`src/hdl/tfpd_pkg.sv`:
```
// ----------------------------------------------------------------------------
// tfpd_pkg
// Shared constants, widths and command types for the tilt PD motor drive.
// ----------------------------------------------------------------------------
package tfpd_pkg;

    localparam int CordicStepsDefault = 16;
    localparam int AtanEntries        = 24;
    localparam int CordicW            = 36;
    localparam int AngleW             = 34;

    localparam logic signed [AngleW-1:0] QuarterTurn = 34'sd5898674;

    localparam logic [2:0] RegGainP   = 3'd0;
    localparam logic [2:0] RegGainD   = 3'd1;
    localparam logic [2:0] RegBeta    = 3'd2;
    localparam logic [2:0] RegPeriod  = 3'd3;
    localparam logic [2:0] RegOffset  = 3'd4;

    typedef struct packed {
        logic load;
        logic step;
        logic filt;
        logic mix;
    } t_cmd;

    function automatic logic signed [AngleW-1:0] atan_entry(input logic [4:0] idx);
        logic signed [AngleW-1:0] v;
        begin
            unique case (idx)
                5'd0:  v = 34'sd2949337;
                5'd1:  v = 34'sd1741095;
                5'd2:  v = 34'sd919947;
                5'd3:  v = 34'sd466979;
                5'd4:  v = 34'sd234396;
                5'd5:  v = 34'sd117312;
                5'd6:  v = 34'sd58670;
                5'd7:  v = 34'sd29337;
                5'd8:  v = 34'sd14669;
                5'd9:  v = 34'sd7334;
                5'd10: v = 34'sd3667;
                5'd11: v = 34'sd1834;
                5'd12: v = 34'sd917;
                5'd13: v = 34'sd458;
                5'd14: v = 34'sd229;
                5'd15: v = 34'sd115;
                5'd16: v = 34'sd57;
                5'd17: v = 34'sd29;
                5'd18: v = 34'sd14;
                5'd19: v = 34'sd7;
                5'd20: v = 34'sd4;
                5'd21: v = 34'sd2;
                5'd22: v = 34'sd1;
                default: v = '0;
            endcase
            return v;
        end
    endfunction

endpackage

```
`src/hdl/tfpd_ctrl.sv`:
```
// ----------------------------------------------------------------------------
// tfpd_ctrl
// Sequencer: load, CORDIC iterations, filter update, optional mix output.
// ----------------------------------------------------------------------------
module tfpd_ctrl #(
    parameter int CORDIC_STEPS = tfpd_pkg::CordicStepsDefault
) (
    input  logic           i_clk,
    input  logic           i_rst_n,
    input  logic           i_valid,
    output logic           o_ready,
    input  logic           i_emit,
    input  logic           i_out_busy,
    output tfpd_pkg::t_cmd o_cmd
);

    localparam int NSteps = (CORDIC_STEPS < tfpd_pkg::AtanEntries) ?
                            CORDIC_STEPS : tfpd_pkg::AtanEntries;

    localparam logic [1:0] StIdle = 2'd0;
    localparam logic [1:0] StIter = 2'd1;
    localparam logic [1:0] StFilt = 2'd2;
    localparam logic [1:0] StMix  = 2'd3;

    logic [1:0] r_state, n_state;
    logic [4:0] r_cnt, n_cnt;

    assign o_ready = (r_state == StIdle);

    always_comb begin
        n_state = r_state;
        n_cnt   = r_cnt;
        o_cmd   = '0;
        unique case (r_state)
            StIdle: begin
                if (i_valid) begin
                    o_cmd.load = 1'b1;
                    n_cnt      = '0;
                    n_state    = StIter;
                end
            end
            StIter: begin
                o_cmd.step = 1'b1;
                n_cnt      = r_cnt + 5'd1;
                if (r_cnt == 5'(NSteps - 1)) begin
                    n_state = StFilt;
                end
            end
            StFilt: begin
                o_cmd.filt = 1'b1;
                n_state    = StMix;
            end
            StMix: begin
                if (!i_emit) begin
                    n_state = StIdle;
                end else if (!i_out_busy) begin
                    o_cmd.mix = 1'b1;
                    n_state   = StIdle;
                end
            end
            default: n_state = StIdle;
        endcase
    end

    always_ff @(posedge i_clk) begin
        if (!i_rst_n) begin
            r_state <= StIdle;
            r_cnt   <= '0;
        end else begin
            r_state <= n_state;
            r_cnt   <= n_cnt;
        end
    end

endmodule

```
`config.mk`:
```
export PLATFORM = sky130hd
export DESIGN_NAME = tfpd_ctrl
export DESIGN_NICKNAME = d
export VERILOG_FILES = /design/src/hdl/tfpd_pkg.sv /design/src/hdl/tfpd_ctrl.sv
export SDC_FILE = /design/constraint.sdc
export NUM_CORES = 1
export LEC_CHECK = 0
export BUFFER_PORTS_ARGS = -buffer_cell sky130_fd_sc_hd__buf_2
export CORE_AREA = 2 2 39 41
export CTS_CLUSTER_SIZE = 16
export DETAILED_ROUTE_END_ITERATION = 6
export DIE_AREA = 0 0 41 43
export GPL_ROUTABILITY_DRIVEN = 1
export GPL_TIMING_DRIVEN = 0
export PLACE_DENSITY_LB_ADDON = 0.05
export SLEW_MARGIN = 0
export SYNTH_ARGS = -nofsm -noshare
export SYNTH_HDL_FRONTEND = slang
export SYNTH_SLANG_ARGS = --single-unit
```
`constraint.sdc`:
```
create_clock -name i_clk -period 1.4 [get_ports i_clk]
set_input_delay 0.14 -clock i_clk [delete_from_list [all_inputs] [get_ports i_clk]]
set_output_delay 0.14 -clock i_clk [all_outputs]
set_load 0.05 [all_outputs]
```
==> impl_results.md, run 1 <==
- Status: complete, no violations
- DRC Markers: 0
- Mapped Avg Cell Area: 8.390 sq um
- FF+latch count, synth: 7
- Vias per inst: between 4 and 5
- Nature of the critical path endpoint: flip-flop
- I/O Pins: 10
- Die width: 41 um
- Gr usage total: 0.1319
- Critical Path AT: between 1.5 and 2 ns
- Yosys warns: 0
- Max-slew headroom: 0.8317
- Vias in the first global route: 364
- Die Span Y: ~43 um
- RSZ-0062 raised after global routing: true
- Max-cap violation count: 0
- Worst-skew pair later-pin latency: between 0.2 and 0.3 ns
- Netlist cell types: 19
- Routed len/inst: between 10 and 15 um
- Synth area leader: dfxtp_1
- Number of synthesized flops with an enable pin: 0
- Final wirelength: about 930 um
- Sequential share of the synthesized area: 0.3275
- CP max stage delay: approximately 0.35 ns
- Setup ws final: between 0.015 and 0.02 ns
- Leading post-synthesis cells by instance count: 7 x dfxtp_1, 6 x ha_1, 5 x inv_1, 5 x nand2_1
- Post-place setup slack: -0.05501 ns
- Initial antenna violation count: 0
- Worst Path Class, Setup: reg -> reg
- Crit path cell chain: ha_4 > and3_4 > ha_4 > nand2b_4 > and3_4 > a211oi_2
- Largest net degree at the start of global routing: 7
- Crit path launch type: flip-flop
- Critical path required time: between 1.5 and 2 ns
- Crit share post-route: 0.9890
- Post-synth ARST share: 0
- Antenna Cells: 0
- Slowest cell on crit path: dfxtp_4
- # setup viols final: 0
- Die area: 1763 sq um
- Clock skew: about 0.00091 ns
- Num rows: 14
- DP Wirelength: around 660 um
- Post-Syn Instances: 51
- Top_reg_cell synth: dfxtp_1
- Clock Path Buffers: 2
- Final ANT Viol Nets: 0
- TritonRoute pass-1 iters: 1
- Final #Nets: 82
- Layout area overhead: 60.82%
- Maximum vdd drop: roughly 950 uV
- DP Area: between 500 and 600 sq um
- Sink Count: 7
- Pwr Density: 2134 nW/um^2
- Core area: ~1400 sq um
- Gr ovfl total: 0
- CTS tree: built
- Worst hold path class: in -> reg
- Worst-margin pin slew: roughly 0.25 ns
- Hold violation total from the final report: 0
- Max FO, Critical Path: 4
- Leakage: ~0.29 nW
- Crit path time final: 1.385 ns
- Synth Net Count: 62
- Count leader, synth: dfxtp_1
- Top-area cell type share of the netlist area: 0.3275
- Peak Freq: a little over 0.7 GHz
- Number of hold buffers added after CTS: 0
- Total CTS buffers: 3
- Initial core utilization: 0.3092
- Total Neg Setup Slack: 0 ns
- Clk slew on worst S/H paths: roughly 0.050 ns
- H-tree levels: 1
- Port bufs: 9
- 1st-iter DRT viols: 0
- Placer Congestion: ~0.67
- Clk root buf: clkbuf_4
- Pins Over Slew Limit: 0
- Global-route wire length before repair: 1483 um
- Via Count: between 400 and 500
- Mapped cell area: between 400 and 500 sq um
- Share of layout cells above drive strength 1: 0.5143
- Final instance area: between 600 and 700 sq um
- Area contributors post-synth: dfxtp_1 33%, ha_1 18%, mux2i_1 4.7%, nand3_1 4.7%, inv_1 4.4%
-- layout make-up --
cell class | instances | area (sq um)
clock buffer | 4 | 26.28
multi-input combinational | 38 | 364.1
inverter | 6 | 25.02
timing repair buffer | 15 | 102.6
tap | 16 | 20.02
sequential | 7 | 150.1
fill | 129 | 695.7
-- worst max-delay path: cells and delay by family, from the launching register on --
family	cells	cell delay [ns]
DFF	1	0.35
AOI/OAI and AO/OA	1	0.19
and+or+nand+nor	3	0.47
adders and majority gates	2	0.29
-- cell usage in the layout (no fill, tap or decap), types with 2 or more instances in the layout --
master    n
nor2b_1   2
nor2_1    4
ha_4      4
dfxtp_1   3
dfxtp_2   2
nand3_1   4
clkbuf_4  3
inv_1     3
a21oi_1   2
and3_4    2
dfxtp_4   2
buf_4     6
nand2_1   5
buf_6     2
inv_2     2
a32oi_1   2
nand2b_4  2
buf_2     7
ha_1      2
-- final timing paths --
kind | startpoint | end | slack (ns) | depth (start not counted)
min | i_rst_n | r_state[1] | 0.17 | 3
max reg2reg | r_cnt[0] | r_state[0] | 0.02 | 6
max | r_cnt[0] | r_state[0] | 0.02 | 6
min reg2reg | r_cnt[4] | r_cnt[4] | 0.48 | 2
-- timing repair --
| item | in CTS | in global routing |
|---|---|---|
| setup buffers | 3 | 3 |
| cloned | 0 | 0 |
| setup endpoints to repair | 4 | 9 |
| pin swaps | 4 | 6 |
| resized for setup | 8 | 12 |
-- metal layers --
layer | routed length, um | part of all wire | vias to the layer above | track usage
met5 | 0 | 0 | - | 0
met4 | 20 | 0.022 | 0 | 0.08000
met3 | 54 | 0.058 | 2 | 0.05759
met2 | 420 | 0.45 | 11 | 0.1844
met1 | 431 | 0.46 | 176 | 0.1591
li1 | - | - | 221 | -
-- where the power goes --
group / switching, mW / internal [mW] / total, mW
sequential: 0.0614 / 0.258 / 0.319
clock: 0.0747 / 0.109 / 0.184
combinational: 0.543 / 0.422 / 0.966
total: 0.680 / 0.789 / 1.47
-- registers in the layout, summed over array words and instances, names as in the netlist --
name / cells
r_cnt: 5
r_state: 2
-- cell families after synthesis --
group,count (synthesis),share of synthesized area
buf+inv,6,0.05263
mux,2,0.04679
flops,7,0.3275
fa+ha+maj,6,0.1754
simple gates,22,0.2690
compound gates,8,0.1287
-- through the flow --
stage          hold WS, ns  utilization  total power, mW  instances
2_1_floorplan       0.2782            -           0.9268         51
4_1_cts             0.1690       0.4467            1.352         83
5_1_grt             0.1867       0.4973            1.586         86
3_3_place_gp        0.4364       0.3870            1.035         76
6_report            0.1675       0.4973            1.468         86
3_5_place_dp        0.4400       0.3870            1.031         76
No activity file was read; power rests on OpenSTA's default activity.
==> run 2: changes to the inputs <==
--- a/config.mk
+++ b/config.mk
@@ -13,6 +13,7 @@
 export GPL_ROUTABILITY_DRIVEN = 1
 export GPL_TIMING_DRIVEN = 0
 export PLACE_DENSITY_LB_ADDON = 0.05
+export SETUP_SLACK_MARGIN = 0.5
 export SLEW_MARGIN = 0
 export SYNTH_ARGS = -nofsm -noshare
 export SYNTH_HDL_FRONTEND = slang
==> run 2 against run 1 <==
Net effect: clock skew increased by 0.00099 ns; clock-buffer cell count unchanged; maximum frequency increased by 2.5%; cell count increased by 9.3%; wire length increased by 19%; via count increased by 17%; sequential power decreased by 3%; core utilization increased by 7.8 points; non-clock buffer count increased by 8; combinational power increased by 29%; worst setup slack improved by 0.034 ns; critical path type unchanged; critical endpoint is now r_cnt[3]; largest power group unchanged.
==> impl_results.md, run 2 (synthesis gave the netlist of run 1 again) <==
- Die Span Y: 43 um (unchanged)
- Port bufs: 9 (unchanged)
- Maximum vdd drop: 968.9 uV (+2.4%)
- Routed wl met3: 36 um (-33%)
- Peak Freq: 0.7403 GHz (+2.5%)
- Setup ws final: 0.04927 ns (+0.03383 ns)
- Nature of the critical path endpoint: flip-flop
- Crit share post-route: 0.9648 (-0.02416)
- Antenna Cells: 0 (unchanged)
- Worst-margin pin slew: 0.2428 ns (-0.01146 ns)
- Max FO, Critical Path: 4 (unchanged)
- Sink Count: 7 (unchanged)
- Pint: 0.9982 mW (+27%)
- Post-place setup slack: -0.01570 ns (+0.03931 ns)
- Final ANT Viol Nets: 0 (unchanged)
- Leakage: 0.3390 nW (+19%)
- Gr ovfl total: 0 (unchanged)
- DRC Markers: 0 (unchanged)
- # fillers: 127 (-1.6%)
- Crit path launch type: flip-flop
- Final #Nets: 90 (+9.8%)
- Top Layer Used: met4
- Reg area: 147.6 sq um (-1.7%)
- # setup viols final: 0 (unchanged)
- Commonest cells after routing, fill and taps aside: 13 x buf_4, 5 x buf_8
- Critical path required time: 1.58 ns (about the same)
- H-tree levels: 1 (unchanged)
- Max-slew headroom: 0.8347 (+0.003016)
- Most common cell after layout, fill and taps aside: buf_4
- Status: complete, no violations
- Biggest register: r_cnt
- Worst hold path class: in -> reg
- Logic pwr share: 0.715 (+0.057)
- Crit path time final: 1.351 ns (-0.03383 ns)
- Pins Over Slew Limit: 0 (unchanged)
- Switching power: 0.7480 mW (+10%)
- Final Core Density: 0.5750 (+0.07776)
- DP Area: 551.8 sq um (+3.0%)
- Hold violation total from the final report: 0 (unchanged)
- Multi-input logic area: 372.9 sq um (+2.4%)
- Initial core utilization: 0.3092 (unchanged)
- Switching Share: 0.4284 (-0.03445)
- 1st-iter DRT viols: 7 (+7)
- Vias in the first global route: 429 (+18%)
- Vias per inst: 5.117 (+7.3%)
- Power Total: 1.746 mW (+19%)
- Final wirelength: 1101 um (+19%)
- Placer Congestion: 0.6598 (-0.95%)
- Pwr Density: 2194 nW/um^2 (+2.8%)
- Max-cap violation count: 0 (unchanged)
- Die width: 41 um (unchanged)
- Initial antenna violation count: 0 (unchanged)
- Worst-skew pair later-pin latency: 0.25 ns (about the same)
- Worst Path Class, Setup: reg -> reg
- Gr usage total: 0.1534 (+0.02146)
- Routed len/inst: 11.71 um (+8.7%)
- Fin Hold WS: 0.1554 ns (-0.01218 ns)
- Clock power share: 0.108 (-0.017)
- Max reg flops: 5 (unchanged)
- Via Count: 481 (+17%)
- Top flop regs: r_cnt x5, r_state x2
- Clock skew: 0.001898 ns (+0.0009900 ns)
- Reg power frac: 0.177 (-0.040)
- Num rows: 14 (unchanged)
- I/O Pins: 10 (unchanged)
- TritonRoute pass-1 iters: 5 (+4)
- Core area: 1384 sq um (unchanged)
- Final instance area: 795.8 sq um (+16%)
- Layout area overhead: 85.97%
- Total CTS buffers: 3 (unchanged)
- Clk root buf: clkbuf_4
- Clk slew on worst S/H paths: 0.05 ns (about the same)
- Clock Path Buffers: 2 (unchanged)
- M1 wire length: 434 um (+0.70%)
- Critical Path AT: 1.53 ns (-0.02 ns)
- RSZ-0062 raised after global routing: true
- Global-route wire length before repair: 1766 um (+19%)
- Die area: 1763 sq um (unchanged)
- Share of layout cells above drive strength 1: 0.6026 (+0.08828)
- CTS tree: built
- DR WL met2: 600 um (+43%)
- Largest net degree at the start of global routing: 7 (unchanged)
[run 2: cell count changes in the layout (fill, tap and decap cells not counted), sizes merged]
cell | previous run | this run
buf | 15 | 23
[run 2: power groups by stage]
stage	logic [mW]	registers, mW	clock network (mW)
CTS	1.12	0.310	0.202
global placement	0.779	0.303	0
floorplan	0.670	0.291	0
finish	1.25	0.308	0.188
global route	1.32	0.315	0.210
detailed placement	0.777	0.304	0
[run 2: worst max-delay path, stage by stage, from the launching register on]
cell	delay, ns
dfxtp_4	0.38
inv_4	0.04
ha_4	0.18
nand2b_4	0.07
or4b_1	0.43
a31oi_1	0.16
[run 2: final cells by class]
type,instances,share of cell area
clock buffers,4,0.03302
inverters,6,0.03145
multi-input cells,38,0.4686
flip-flops and latches,7,0.1855
well taps,16,0.02516
repair buffers,23,0.2563
[run 2: worst paths after layout]
kind | from | slack (ns) | depth (start not counted) | to
worst min register to register | r_cnt[4] | 0.50 | 2 | r_cnt[4]
worst min-delay path | i_rst_n | 0.16 | 3 | r_cnt[2]
worst max-delay path | r_state[0] | 0.05 | 5 | r_cnt[3]
worst max register to register | r_state[0] | 0.05 | 5 | r_cnt[3]
[run 2: per-stage QoR]
step                setup TNS [ns]  instances
floorplan                        0         51
detailed placement        -0.02086         76
CTS                              0         90
global route             -0.007881         94
global placement         -0.001866         76
finish                           0         94
[run 2: metal layers]
layer  global-route usage  vias up
li1                     -      236
met1               0.1667      229
met2               0.2500       12
met3              0.01571        4
met4               0.1200        0
met5                    0        -
[run 2: timing repair]
item / 4_1_cts / 5_1_grt
resized for setup: 23 / 5
setup endpoints to repair: 12 / 12
pin swaps: 6 / 7
hold endpoints to repair: 0 / 0
buffers inserted: 10 / 4
hold buffers: 0 / 0
